## src/rtl/core/nds_pkg.sv

```systemverilog
// Shared types and constants for the neighbour divisor search core.
`timescale 1ns / 1ps
`default_nettype none

package nds_pkg;

  // Search direction codes.
  localparam logic MODE_NEXT = 1'b0;
  localparam logic MODE_PREV = 1'b1;

  // Status handed from the remainder unit to the sequencer.
  typedef struct packed {
    logic done;
    logic zero;
  } nds_rem_status_t;

endpackage

`default_nettype wire

```

## src/rtl/core/nds_if.sv

```systemverilog
// Valid/ready channel interfaces for the request and result words.
`timescale 1ns / 1ps
`default_nettype none

interface nds_in_if #(
  parameter int DATA_WIDTH = 16
) ();
  logic                         valid;
  logic                         ready;
  logic                         mode;
  logic signed [DATA_WIDTH-1:0] number;
  logic signed [DATA_WIDTH-1:0] start_req;

  modport source (output valid, mode, number, start_req, input ready);
  modport sink   (input valid, mode, number, start_req, output ready);
endinterface

interface nds_out_if #(
  parameter int DATA_WIDTH = 16
) ();
  logic                         valid;
  logic                         ready;
  logic signed [DATA_WIDTH-1:0] divisor;

  modport source (output valid, divisor, input ready);
  modport sink   (input valid, divisor, output ready);
endinterface

`default_nettype wire

```

## src/rtl/core/neighbour_divisor_search_core.sv

```systemverilog
// Top level: candidate sequencer around a shared serial remainder unit.
// One request word is taken at a time. The core walks candidate divisors
// upward (next mode) or downward (previous mode) and tests each with a
// bit-serial remainder unit. A request that falls back at once has its
// result word valid in the cycle right after the accepting edge; a search
// visits up to about number/2 candidates. The result word is held until
// taken, and in_ch.ready is high only while the core is idle.
`timescale 1ns / 1ps
`default_nettype none

module neighbour_divisor_search_core
  import nds_pkg::*;
#(
  parameter int DATA_WIDTH = 16
) (
  input  wire logic clk,
  input  wire logic rst_n,
  nds_in_if.sink    in_ch,
  nds_out_if.source out_ch
);

  typedef enum logic [3:0] {
    ST_IDLE = 4'b0001,
    ST_TEST = 4'b0010,
    ST_DIV  = 4'b0100,
    ST_OUT  = 4'b1000
  } nds_state_t;

  localparam logic signed [DATA_WIDTH-1:0] S_ZERO = '0;
  localparam logic signed [DATA_WIDTH-1:0] S_ONE  = DATA_WIDTH'(1);
  localparam logic [DATA_WIDTH-1:0]        U_ONE  = DATA_WIDTH'(1);

  nds_state_t            state_r, state_nxt;
  logic                  mode_r, mode_nxt;
  logic [DATA_WIDTH-1:0] n_r, n_nxt;
  logic [DATA_WIDTH-1:0] half_r, half_nxt;
  logic [DATA_WIDTH-1:0] d_r, d_nxt;
  logic [DATA_WIDTH-1:0] res_r, res_nxt;

  logic signed [DATA_WIDTH-1:0] in_num, in_start;
  logic [DATA_WIDTH-1:0]        in_half, in_up, in_down, in_low;
  logic                         next_bad, prev_bad;
  nds_rem_status_t              rem_st;

  assign in_num   = in_ch.number;
  assign in_start = in_ch.start_req;
  assign in_half  = DATA_WIDTH'(in_num >>> 1);
  assign in_up    = DATA_WIDTH'(in_start + S_ONE);
  assign in_down  = DATA_WIDTH'(in_start - S_ONE);
  assign in_low   = (in_down > in_half) ? in_half : in_down;
  assign next_bad = (in_num <= S_ZERO) || (in_start <= S_ZERO) || (in_start >= in_num);
  assign prev_bad = (in_num <= S_ZERO) || (in_start <= S_ONE) || (in_start > in_num);

  // Candidate sequencer.
  always_comb begin
    state_nxt = state_r;
    mode_nxt  = mode_r;
    n_nxt     = n_r;
    half_nxt  = half_r;
    d_nxt     = d_r;
    res_nxt   = res_r;
    case (state_r)
      ST_IDLE: begin
        if (in_ch.valid) begin
          mode_nxt = in_ch.mode;
          n_nxt    = in_num;
          half_nxt = in_half;
          if (in_ch.mode == MODE_NEXT) begin
            d_nxt = in_up;
            if (next_bad) begin
              res_nxt   = U_ONE;
              state_nxt = ST_OUT;
            end else if (in_up > in_half) begin
              res_nxt   = in_num;
              state_nxt = ST_OUT;
            end else begin
              state_nxt = ST_TEST;
            end
          end else begin
            d_nxt = in_low;
            if (prev_bad) begin
              res_nxt   = in_num;
              state_nxt = ST_OUT;
            end else if (in_low <= U_ONE) begin
              res_nxt   = U_ONE;
              state_nxt = ST_OUT;
            end else begin
              state_nxt = ST_TEST;
            end
          end
        end
      end
      ST_TEST: begin
        state_nxt = ST_DIV;
      end
      ST_DIV: begin
        if (rem_st.done) begin
          if (rem_st.zero) begin
            res_nxt   = d_r;
            state_nxt = ST_OUT;
          end else if (mode_r == MODE_NEXT) begin
            d_nxt = d_r + U_ONE;
            if (d_r >= half_r) begin
              res_nxt   = n_r;
              state_nxt = ST_OUT;
            end else begin
              state_nxt = ST_TEST;
            end
          end else begin
            d_nxt = d_r - U_ONE;
            if (d_r <= DATA_WIDTH'(2)) begin
              res_nxt   = U_ONE;
              state_nxt = ST_OUT;
            end else begin
              state_nxt = ST_TEST;
            end
          end
        end
      end
      ST_OUT: begin
        if (out_ch.ready) begin
          state_nxt = ST_IDLE;
        end
      end
      default: begin
        state_nxt = ST_IDLE;
      end
    endcase
  end

  always_ff @(posedge clk) begin
    if (!rst_n) begin
      state_r <= ST_IDLE;
    end else begin
      state_r <= state_nxt;
    end
  end

  always_ff @(posedge clk) begin
    mode_r <= mode_nxt;
    n_r    <= n_nxt;
    half_r <= half_nxt;
    d_r    <= d_nxt;
    res_r  <= res_nxt;
  end

  // Shared remainder unit tests one candidate per launch.
  nds_rem_unit #(
    .DATA_WIDTH (DATA_WIDTH)
  ) u_rem (
    .clk      (clk),
    .rst_n    (rst_n),
    .start    (state_r == ST_TEST),
    .dividend (n_r),
    .divisor  (d_r),
    .status   (rem_st)
  );

  // Handshake and result word.
  assign in_ch.ready    = (state_r == ST_IDLE);
  assign out_ch.valid   = (state_r == ST_OUT);
  assign out_ch.divisor = res_r;

endmodule

`default_nettype wire

```

## src/rtl/core/nds_rem_unit.sv

```systemverilog
// Bit-serial restoring remainder unit: one dividend bit per cycle.
`timescale 1ns / 1ps
`default_nettype none

module nds_rem_unit
  import nds_pkg::*;
#(
  parameter int DATA_WIDTH = 16
) (
  input  wire logic                  clk,
  input  wire logic                  rst_n,
  input  wire logic                  start,
  input  wire logic [DATA_WIDTH-1:0] dividend,
  input  wire logic [DATA_WIDTH-1:0] divisor,
  output nds_rem_status_t            status
);

  localparam int CW = $clog2(DATA_WIDTH + 1);

  logic [DATA_WIDTH-1:0] rem_r, rem_nxt;
  logic [DATA_WIDTH-1:0] quo_r, quo_nxt;
  logic [DATA_WIDTH-1:0] div_r, div_nxt;
  logic [CW-1:0]         cnt_r, cnt_nxt;
  logic                  busy_r, busy_nxt;
  logic                  done_r, done_nxt;
  logic [DATA_WIDTH:0]   trial;

  // Shift in the next dividend bit and subtract the divisor when it fits.
  always_comb begin
    rem_nxt  = rem_r;
    quo_nxt  = quo_r;
    div_nxt  = div_r;
    cnt_nxt  = cnt_r;
    busy_nxt = busy_r;
    done_nxt = 1'b0;
    trial    = {rem_r, quo_r[DATA_WIDTH-1]};
    if (start) begin
      rem_nxt  = '0;
      quo_nxt  = dividend;
      div_nxt  = divisor;
      cnt_nxt  = CW'(DATA_WIDTH);
      busy_nxt = 1'b1;
    end else if (busy_r) begin
      if (trial >= {1'b0, div_r}) begin
        rem_nxt = DATA_WIDTH'(trial - {1'b0, div_r});
      end else begin
        rem_nxt = trial[DATA_WIDTH-1:0];
      end
      quo_nxt = {quo_r[DATA_WIDTH-2:0], 1'b0};
      cnt_nxt = cnt_r - CW'(1);
      if (cnt_r == CW'(1)) begin
        busy_nxt = 1'b0;
        done_nxt = 1'b1;
      end
    end
  end

  // Control state is reset; the datapath words are not.
  always_ff @(posedge clk) begin
    if (!rst_n) begin
      busy_r <= 1'b0;
      done_r <= 1'b0;
      cnt_r  <= '0;
    end else begin
      busy_r <= busy_nxt;
      done_r <= done_nxt;
      cnt_r  <= cnt_nxt;
    end
  end

  always_ff @(posedge clk) begin
    rem_r <= rem_nxt;
    quo_r <= quo_nxt;
    div_r <= div_nxt;
  end

  // The remainder is final in the cycle that done is high.
  assign status = '{done: done_r, zero: (rem_r == '0)};

endmodule

`default_nettype wire

```

## src/flat_wrapper.sv

```systemverilog
// flat-port wrapper written by rule: the top's interface ports become plain ports
module neighbour_divisor_search_core_flat import nds_pkg::*;
#(
  parameter int DATA_WIDTH = 16
)
  (clk, rst_n, in_ch_valid, in_ch_mode, in_ch_number, in_ch_start_req, in_ch_ready, out_ch_valid, out_ch_divisor, out_ch_ready);
  nds_in_if #(.DATA_WIDTH(DATA_WIDTH)) in_ch_i ();
  nds_out_if #(.DATA_WIDTH(DATA_WIDTH)) out_ch_i ();
  input  wire logic clk;
  input  wire logic rst_n;
  input wire logic [$bits(in_ch_i.valid)-1:0] in_ch_valid;
  input wire logic [$bits(in_ch_i.mode)-1:0] in_ch_mode;
  input wire logic [$bits(in_ch_i.number)-1:0] in_ch_number;
  input wire logic [$bits(in_ch_i.start_req)-1:0] in_ch_start_req;
  output wire logic [$bits(in_ch_i.ready)-1:0] in_ch_ready;
  output wire logic [$bits(out_ch_i.valid)-1:0] out_ch_valid;
  output wire logic [$bits(out_ch_i.divisor)-1:0] out_ch_divisor;
  input wire logic [$bits(out_ch_i.ready)-1:0] out_ch_ready;
  assign in_ch_i.valid = in_ch_valid;
  assign in_ch_i.mode = in_ch_mode;
  assign in_ch_i.number = in_ch_number;
  assign in_ch_i.start_req = in_ch_start_req;
  assign in_ch_ready = in_ch_i.ready;
  assign out_ch_valid = out_ch_i.valid;
  assign out_ch_divisor = out_ch_i.divisor;
  assign out_ch_i.ready = out_ch_ready;
  neighbour_divisor_search_core #(.DATA_WIDTH(DATA_WIDTH)) u_core (.clk(clk), .rst_n(rst_n), .in_ch(in_ch_i), .out_ch(out_ch_i));
endmodule
```

## config.mk

```make
export PLATFORM = sky130hd
export DESIGN_NAME = neighbour_divisor_search_core_flat
export DESIGN_NICKNAME = d
export VERILOG_FILES = /design/src/rtl/core/nds_pkg.sv /design/src/rtl/core/nds_if.sv /design/src/rtl/core/neighbour_divisor_search_core.sv /design/src/rtl/core/nds_rem_unit.sv /design/src/flat_wrapper.sv
export SDC_FILE = /design/constraint.sdc
export NUM_CORES = 1
export LEC_CHECK = 0
export BUFFER_PORTS_ARGS = -buffer_cell sky130_fd_sc_hd__buf_2
export CORE_MARGIN = 10
export CORE_UTILIZATION = 30
export CTS_CLUSTER_DIAMETER = 50
export DETAILED_ROUTE_END_ITERATION = 6
export GPL_TIMING_DRIVEN = 0
export SKIP_LAST_GASP = 1
export SYNTH_ARGS = -nofsm -noshare
export SYNTH_HDL_FRONTEND = slang
export SYNTH_SLANG_ARGS = --single-unit
```

## constraint.sdc

```tcl
create_clock -name clk -period 5.9 [get_ports clk]
set_input_delay 1.475 -clock clk [delete_from_list [all_inputs] [get_ports clk]]
set_output_delay 1.475 -clock clk [all_outputs]
set_load 0.005 [all_outputs]
```

==> metrics.sh <==
NUMBER_OF_CTS_INSERTED_BUFFERS=9
NUM_CLOCK_SINKS=108
SYNTH_AREA_LEADERS='sky130_fd_sc_hd__edfxtp_1, sky130_fd_sc_hd__ha_1, sky130_fd_sc_hd__dfxtp_1'
FLOORPLAN.IO_PINS=55
FINAL_MIN_PERIOD_OVER_CLOCK_PERIOD=0.946
CTS_ROOT_BUFFER_TYPE='sky130_fd_sc_hd__clkbuf_16'
POWER_PER_CELL_AREA_nW_PER_UM2=233
HOLD_SLACK_FINAL_NS=0.503
TIMING.MAX_CAP.VIOLATIONS=0
POSTSYNTHREGISTERBITS=108
DESIGN.FINAL.NETS=1097
YOSYSTOPAREACELL='sky130_fd_sc_hd__edfxtp_1'
WORSTSETUPPATHTYPE='primary input to flop'
WL_PER_CELL_UM=17.7
PLACEMENT.IO_BUFFERS=54
SYNTH.TOP_CELL.AREA_SHARE=0.293
FINALSETUPVIOLCOUNT=0
SYNTHESIS.NETS=1030
PATH_MAX_FANOUT=16
GROUTE.USAGE.OVERALL=0.132
CTS_HTREE_LEVELS=3
POSTLAYOUTCOREUTIL=0.347
GRT-OVFL-TOTAL=0
DP_SLACK_NS=-0.221
SLACK_OF_THE_CRITICAL_PATH_NS=0.319
SYNTH-MAIN-FF-CELL='sky130_fd_sc_hd__edfxtp_1'
STATUS='complete, no violations'
CTS_RESIZED=0
POST_DP_HPWL_UM=19000
PIN_COUNT_OF_THE_BIGGEST_NET_ENTERING_GLOBAL_ROUTING=23
HOLD_REMOVAL_PATH_CLASS='flop to flop'
STD_CELL_ROWS=60
START_UTIL=0.307
VIA_COUNT_OF_THE_FIRST_GLOBAL_ROUTING_PASS=7068
SYNTH_CELL_TYPES=70
REGAREA_SQ_UM=2970
LARGEST_FAMILY_OF_LOGIC_CELLS_BY_SYNTHESIZED_AREA='compound AO/OA/AOI/OAI gates'
SYNTH_ENABLE_FLOP_CELLS=81
DETAIL-ROUTE-ANTENNA-NETS=0
FINALHOLDVIOLCOUNT=0
CORE_SQ_UM=27100
MAX_FREQ_MHz=179
STATIC-LEAKAGE-POWER_nW=3.92
WORST-SLEW-PIN-TRANSITION_NS=0.785
MAX_SLEW_MARGIN=0.476
GPL.FINAL_WEIGHTED_CONGESTION=0.885
CLOCK_TREE.BUFFER_DEPTH=2
SYNTH_COMPOUND_AREA_FRAC=0.184
GRT_PASS1_WL_UM=37900
WORSTPATHREQUIRED_NS=5.96
SYN_AVG_CELL_AREA_SQ_UM=9.32
POST_SYNTH_SIMPLE_GATE_AREA=0.158
DRT-PASS1-ITER-COUNT=7
WORSTPATHARRIVAL_NS=5.64
DESIGN.DIE.AREA_SQ_UM=34800
SYNTH_ASYNC_SR_FLOP_SHARE=0
POST_SYNTH_INST_COUNT=892
AREAGROWTHSYNTHTOFINISH_PCT=13.2
YOSYS.AREA_SHARE.XOR_XNOR=0.0579
CLOCK_NETWORK_LATENCY_TO_THE_LATER_PIN_OF_THE_WORST_SKEW_PAIR_NS=0.35
CTS_HOLD_REPAIR.BUFFERS=0
VIAS=6939
SEQ_AREA_FRAC_SYNTH=0.358
DRT-INITIAL-DRC-COUNT=567
DRT-TOTAL-WL_UM=23700
ANTENNA_FOUND_INITIAL=0
MAX_IR_DROP_VDD_V=0.000124
SYNTHESIS.YOSYS.WARNINGS=0
ROUTED_VIA_DENSITY=5.19
N_ANTENNA_CELL=0
RSZ0062_AT_GRT='false'
MULTI_INPUT_COMB_AREA_SQ_UM=4960
SYNTH_TOP_CELLS_BY_COUNT='sky130_fd_sc_hd__ha_1, sky130_fd_sc_hd__edfxtp_1, sky130_fd_sc_hd__inv_1, sky130_fd_sc_hd__nor2_1, sky130_fd_sc_hd__nand2_1'
STARTPOINT_TYPE='primary input'
CLKTRANSATPATHREGS_NS=0.07
DIE_X_UM=186
YOSYS.CELL_COUNT.TOP_TYPE='sky130_fd_sc_hd__ha_1'
CHIPHEIGHT_UM=186
NFILLCELLS=2800
WORSTSETUPENDPOINTTYPE='flop'
MAPPEDNETLISTAREA_SQ_UM=8320
FINAL_LAYOUT_SIZE_SUFFIX_GT1_FRAC=0.103
SLEW_VIOL_FINAL=0
DRC_VIOLATION_COUNT_AFTER_ROUTING=0
CLOCK-SKEW-FINAL_NS=0.0118
SYNTH.AREA.MUX_SHARE=0.0406
CLOCK_TREE_FROM_TRITONCTS='built'
FIN_CRIT_NS=5.58
POST-CTS-SETUP-BUFFER-COUNT=0
POST_SYNTH_ADDER_CELL_AREA=0.154
-- layout make-up --
cell class	count	area share
plain buffers	31	0.0149
flip-flops and latches	108	0.316
inverters	70	0.0279
repair buffers	56	0.0319
clock buffers	10	0.0254
well taps	372	0.0495
multi-input cells	683	0.527
clock inverters	6	0.00745
-- state kept, by name (all words and copies together), names as in the netlist, 4 cells and up --
signal and count:
u_core.u_rem.cnt_r 5, u_core.u_rem.rem_r 16, u_core.d_r 16, u_core.u_rem.div_r 16, u_core.out_ch.divisor 16, u_core.u_rem.quo_r 16, u_core.state_r 4, u_core.half_r 15
-- cells in the final DEF (no fill, tap or decap), types with 4 or more instances in the layout --
master | Yosys | routed
sky130_fd_sc_hd__xnor2_1 | 37 | 37
sky130_fd_sc_hd__o21ai_0 | 47 | 47
sky130_fd_sc_hd__and4_1 | 7 | 7
sky130_fd_sc_hd__inv_1 | 70 | 70
sky130_fd_sc_hd__nor2_1 | 64 | 64
sky130_fd_sc_hd__nor4_1 | 16 | 16
sky130_fd_sc_hd__edfxtp_1 | 81 | 81
sky130_fd_sc_hd__ha_1 | 99 | 99
sky130_fd_sc_hd__nand2b_1 | 4 | 4
sky130_fd_sc_hd__nor2b_1 | 9 | 9
sky130_fd_sc_hd__a211oi_1 | 14 | 14
sky130_fd_sc_hd__clkbuf_16 | 0 | 9
sky130_fd_sc_hd__a211o_1 | 9 | 9
sky130_fd_sc_hd__nor3_1 | 19 | 19
sky130_fd_sc_hd__buf_2 | 6 | 60
sky130_fd_sc_hd__xor2_1 | 18 | 18
sky130_fd_sc_hd__a22oi_1 | 13 | 13
sky130_fd_sc_hd__nand4_1 | 11 | 11
sky130_fd_sc_hd__o21a_1 | 9 | 9
sky130_fd_sc_hd__o211ai_1 | 6 | 6
sky130_fd_sc_hd__or2_2 | 4 | 4
sky130_fd_sc_hd__and2_1 | 6 | 6
sky130_fd_sc_hd__nand3_1 | 25 | 25
sky130_fd_sc_hd__or3_1 | 6 | 6
sky130_fd_sc_hd__o21ai_1 | 28 | 28
sky130_fd_sc_hd__a21oi_1 | 52 | 51
sky130_fd_sc_hd__a31oi_1 | 6 | 6
sky130_fd_sc_hd__dfxtp_1 | 27 | 27
sky130_fd_sc_hd__and3_1 | 4 | 4
sky130_fd_sc_hd__nor4b_1 | 5 | 5
sky130_fd_sc_hd__a21o_1 | 15 | 15
sky130_fd_sc_hd__clkbuf_1 | 20 | 20
sky130_fd_sc_hd__o31ai_1 | 7 | 7
sky130_fd_sc_hd__nand2_1 | 62 | 62
sky130_fd_sc_hd__mux2i_1 | 27 | 27
-- stage by stage --
step | instances | area (sq um) | power [W] | setup TNS, ns
4_1_cts | 1336 | 9400 | 0.00220 | 0
3_5_place_dp | 1320 | 9090 | 0.00156 | -3.50
3_3_place_gp | 1318 | 9050 | 0.00155 | -18.52
5_1_grt | 1336 | 9410 | 0.00231 | 0
2_1_floorplan | 892 | 8320 | 0.00138 | 0
6_report | 1336 | 9410 | 0.00219 | 0
-- final timing paths --
check | start | end | slack [ns] | depth (start not counted)
worst min-delay path | u_core.u_rem.cnt_r[1] | u_core.u_rem.cnt_r[1] | 0.50 | 2
worst max register to register | u_core.mode_r | u_core.d_r[14] | 2.68 | 10
worst min register to register | u_core.u_rem.cnt_r[1] | u_core.u_rem.cnt_r[1] | 0.50 | 2
worst max-delay path | in_ch_start_req[3] | u_core.out_ch.divisor[9] | 0.32 | 18
-- cell families after synthesis --
family	Yosys count
AND/OR/NAND/NOR	258
buffers and inverters	101
XOR/XNOR	55
flip-flops	108
adder cells (fa/ha/maj)	101
AO/OA/AOI/OAI	236
multiplexers	33
-- report_power, final --
part	internal (W)	switching [W]
clock network	0.000345	0.000289
registers	0.000877	0.0000611
logic	0.000266	0.000353
-- layer usage --
metal / vias to the layer above / global-route usage / routed length [um]
met2: 181 / 0.228 / 11300
met4: 0 / 0.0347 / 386
met5: - / 0 / 0
met1: 3297 / 0.169 / 10900
met3: 26 / 0.0179 / 1070
li1: 3435 / - / -
-- critical path, stage by stage --
cell and delay, ns:
sky130_fd_sc_hd__buf_2 0.11, sky130_fd_sc_hd__buf_2 0.17, sky130_fd_sc_hd__nor3_2 0.29, sky130_fd_sc_hd__and3_1 0.23
sky130_fd_sc_hd__buf_6 0.13, sky130_fd_sc_hd__nand3_1 0.11, sky130_fd_sc_hd__or3_1 0.36, sky130_fd_sc_hd__xnor2_1 0.17
sky130_fd_sc_hd__ha_1 0.31, sky130_fd_sc_hd__nand4_1 0.27, sky130_fd_sc_hd__a2111oi_2 0.40, sky130_fd_sc_hd__nor3b_2 0.12
sky130_fd_sc_hd__or2_1 0.23, sky130_fd_sc_hd__buf_2 0.20, sky130_fd_sc_hd__o31ai_1 0.36, sky130_fd_sc_hd__o211ai_1 0.23
sky130_fd_sc_hd__a21boi_2 0.26, sky130_fd_sc_hd__buf_8 0.20
No activity file was read; power rests on OpenSTA's default activity.
